==> config.mk <==
export PLATFORM = sky130hd
export DESIGN_NAME = mrec_front
export DESIGN_NICKNAME = d
export VERILOG_FILES = /design/src/rtl/core/mrec_pkg.sv /design/src/rtl/core/mrec_front.sv
export SDC_FILE = /design/constraint.sdc
export NUM_CORES = 1
export LEC_CHECK = 0
export ABC_AREA = 1
export BUFFER_PORTS_ARGS = -buffer_cell sky130_fd_sc_hd__buf_2
export CELL_PAD_IN_SITES_DETAIL_PLACEMENT = 1
export CELL_PAD_IN_SITES_GLOBAL_PLACEMENT = 2
export CORE_ASPECT_RATIO = 0.6
export CORE_MARGIN = 2
export CORE_UTILIZATION = 43
export CTS_BUF_LIST = sky130_fd_sc_hd__clkbuf_4 sky130_fd_sc_hd__clkbuf_8
export CTS_CLUSTER_DIAMETER = 100
export DETAILED_ROUTE_END_ITERATION = 6
export PLACE_DENSITY = 0.85
export SETUP_SLACK_MARGIN = 0.1
export SYNTH_ARGS = -nofsm -noshare
export SYNTH_HDL_FRONTEND = slang
export SYNTH_SLANG_ARGS = --single-unit
export TNS_END_PERCENT = 30
==> constraint.sdc <==
create_clock -name clk -period 9.1 [get_ports clk]
set_input_delay 0.91 -clock clk [delete_from_list [all_inputs] [get_ports clk]]
set_output_delay 0.91 -clock clk [all_outputs]
set_load 0.02 [all_outputs]
==> src/rtl/core/mrec_pkg.sv <==
// Package for the minimum-rank eviction cache: payload structs and shared types.
// No dependencies; used by every module under rtl/core.
`default_nettype none
package mrec_pkg;
  typedef struct packed {
    logic [31:0] key;
    logic [31:0] fill_value;
    logic signed [31:0] fill_rank;
  } in_word_t;

  typedef struct packed {
    logic hit;
    logic [31:0] entry_value;
    logic signed [31:0] entry_rank;
    logic evicted;
    logic [7:0] occupancy;
  } out_word_t;
endpackage
`default_nettype wire

==> src/rtl/core/mrec_front.sv <==
// Front end: accepts request words into a two-entry queue for the back end.
// Depends on mrec_pkg.
`default_nettype none
module mrec_front (
  input  wire logic              clk,
  input  wire logic              rst_n,
  input  wire logic              in_valid,
  output logic                   in_ready,
  input  wire mrec_pkg::in_word_t in_word,
  output logic                   q_valid,
  input  wire logic              q_pop,
  output mrec_pkg::in_word_t     q_word
);
  import mrec_pkg::*;

  in_word_t  slot_r [2];
  logic      wp_r, rp_r;
  logic [1:0] cnt_r;
  logic      push;

  assign in_ready = (cnt_r != 2'd2);
  assign push     = in_valid && in_ready;
  assign q_valid  = (cnt_r != 2'd0);
  assign q_word   = slot_r[rp_r];

  always_ff @(posedge clk) begin
    if (push) begin
      slot_r[wp_r] <= in_word;
    end
    if (!rst_n) begin
      wp_r  <= 1'b0;
      rp_r  <= 1'b0;
      cnt_r <= 2'd0;
    end else begin
      if (push) begin
        wp_r <= ~wp_r;
      end
      if (q_pop && q_valid) begin
        rp_r <= ~rp_r;
      end
      cnt_r <= cnt_r + {1'b0, push} - {1'b0, q_pop && q_valid};
    end
  end
endmodule
`default_nettype wire

==> summary.md <==
| Metric | Value |
|---|---|
| Setup Crit Path Kind | reg2out |
| Post-synth top area cell | edfxtp_1 |
| Syn Inst Count | 335 |
| Crit end category | output port |
| Total gr overflow | 0 |
| Clock Sink Count | between 150 and 200 |
| Met2 wire len | 6910 um |
| Clk_lat worst skew | approximately 0.46 ns |
| Port buffer count | approximately 200 |
| Gr usage total | 0.164 |
| Detailed Route WL | ~15000 um |
| Seq/Total Area, Yosys | 0.796 |
| Max clock buf depth | 2 |
| Remaining antenna violation count | 0 |
| Cts hold-fix bufs | 0 |
| DR vias | around 3.7k |
| Initial Util | 0.435 |
| Fin util | 0.527 |
| Max Freq | between 0.2 and 0.3 GHz |
| Core ar. | ~0.017 mm^2 |
| Number of global-route vias before repair | approximately 4k |
| Pwr dens | ~270 mW/mm^2 |
| CTS root buf | clkbuf_8 |
| Worst-Margin Slew | between 0.8 and 0.9 ns |
| Final Max Slew Viols | 0 |
| Seq cells post-synth | 197 |
| CTS tree | yes |
| Top cells by count, synth | edfxtp_1 (192), mux2_2 (56), mux2_4 (40) |
| CP cell instances | buf_4 > mux2_2 > buf_2 |
| Yosys top cell area share | 0.782 |
| Post-synth ARST share | 0 |
| WL per Instance | approximately 19 um |
| First-pass GRT wire length | 22200 um |
| Top cells by area, synth | edfxtp_1 (78%), mux2_2 (8.6%), mux2_4 (8.2%), dfxtp_1 (1.4%), buf_12 (1.1%) |
| Post-Route M1 WL | approximately 6800 um |
| I/O pin cnt | 198 |
| Worst vdd ir | about 110 uV |
| Final min period | ~3.5 ns |
| Row count | 37 |
| Critical Path AT | 2.60 ns |
| Cts repair resizes | 0 |
| Highest routed layer | met5 |
| Min-delay worst type | reg2reg |
| Setup Fix Bufs, Post-CTS | 0 |
| Chip width | about 170 um |
| Clock Skews | around 0.025 ns |
| Run status | finished clean |
| Tcrit/Tclk final | 0.385 |
| Final Net Count | about 650 |
| CTS buffer count | 17 |
| Vias/cell | roughly 4.7 |
| Critical path data required time | 8.19 ns |
| Die ar. | 0.0182 mm^2 |
| 1st-iter DRT viols | approximately 190 |
| Netlist Area Pre-Place | approximately 0.0074 mm^2 |
| Layout cells sized above 1 | 0.594 |
| H-Tree Depth | 4 |
| Static Leak | ~0.0034 uW |
| Setup Viol. Count Final | 0 |
| Pin count of the biggest net entering global routing | 51 |
| Placer Congestion | just under 0.8 |
| Cell variety after synth | 14 |
| Setup_tns | 0 ns |
| Residual DRC | 0 |
| Detailed Place HPWL | approximately 10000 um |
| Syn_nets | ~440 |
| CP max stage cell | dfxtp_4 |
| Yosys Warn Count | 0 |
| Count leader, synth | edfxtp_1 |
| Die H | 105 um |
| Unrepaired setup endpoints after global routing | no |
| Crit-path max cell delay | 0.78 ns |
| Met3 WL post-DR | between 1000 and 1500 um |
| Reg clk slew, reported paths | ~0.090 ns |
| Reg2Reg Setup Slack | about 7 ns |
| Initial antenna violation count | 3 |
| Endpoints failing hold | 0 |
| Main flop type after synthesis | edfxtp_1 |
| CP Launch Type | flip-flop |
| Max_slew headroom | 0.441 |
| P&R area growth vs syn | 21.2% |
| EDFF count, synth | 192 |
| MaxCap Viol Count | 0 |
| CP Max Fanout | 49 |
| Mapped Avg Cell Area | about 22 um^2 |
| DR pass1 iterations | 4 |
routing by layer:
layer  up-vias  track usage
met1      1818        0.210
met4         6       0.0563
met5         -            0
met2       145        0.255
li1       1721            -
met3        16       0.0660
stage by stage:
step / power, uW / cell area (um^2) / worst slack, ns / hold WS [ns] / instances
after detailed placement: 1920 / 8560 / 6.00 / 0.536 / 759
final: 2410 / 8930 / 5.59 / 0.541 / 792
after global placement: 1890 / 8560 / 6.03 / 0.491 / 759
after CTS: 2450 / 8930 / 5.48 / 0.557 / 791
after global routing: 2520 / 8930 / 5.41 / 0.582 / 791
after floorplan: 1720 / 7370 / 3.56 / 0.467 / 335
layout make-up:
type	count	area [um^2]
fillers	1635	8010
flip-flops and latches	197	5870
inverters	7	28.8
clock inverters	15	134
multi-input cells	120	1350
repair buffers	201	1020
diodes	1	2.50
well taps	234	293
clock buffers	17	234
flip-flops by register name, summed over array words and instances (netlist names), named ones only:
name and cells:
slot_r 192, rp_r 1, wp_r 1, cnt_r 2
where the power goes:
part           leakage, uW  internal [uW]  switching [uW]
clock network     0.000192            201             328
registers          0.00183           1150            59.2
logic              0.00138            279             397
total              0.00341           1630             784
final timing paths:
path / startpoint / to / cells past startpoint
setup / recovery: flip-flop / q_word[2] / 3
hold / removal: rp_r / rp_r / 2
setup reg to reg: cnt_r[0] / slot_r[1][60] / 5
hold reg to reg: rp_r / rp_r / 2
cell usage in the layout, fill, tap and decap left out:
master,netlist,routed
buf_2,5,197
edfxtp_1,192,192
mux2_2,56,56
mux2_4,40,40
clkbuf_8,0,17
nand2_1,9,9
nor2_1,8,7
inv_1,7,6
inv_6,0,5
dfxtp_1,5,4
buf_4,0,4
nand3_1,3,3
inv_8,0,3
clkinv_4,0,3
a21oi_1,2,2
ha_1,2,2
clkinv_2,0,2
diode_2,0,1
inv_4,0,1
nor2_4,0,1
dfxtp_4,0,1
clkinv_8,0,1
clkinv_1,0,1
worst max-delay path, delay by kind of cell, from the launching register on:
family | cells | cell delay [ns]
buffers and inverters | 2 | 0.91
flip-flops | 1 | 0.78
multiplexers | 1 | 0.42
kinds of logic (layout without fill, tap and decap cells):
family	count (synthesis)	after routing	synth area share
and+or+nand+nor	20	20	0.0107
other	0	1	0
DFF	197	197	0.796
adders and majority gates	2	2	0.00340
muxes	96	96	0.167
AOI/OAI and AO/OA	2	2	0.00136
buffers and inverters	18	240	0.0214
No activity file was read; power rests on OpenSTA's default activity.
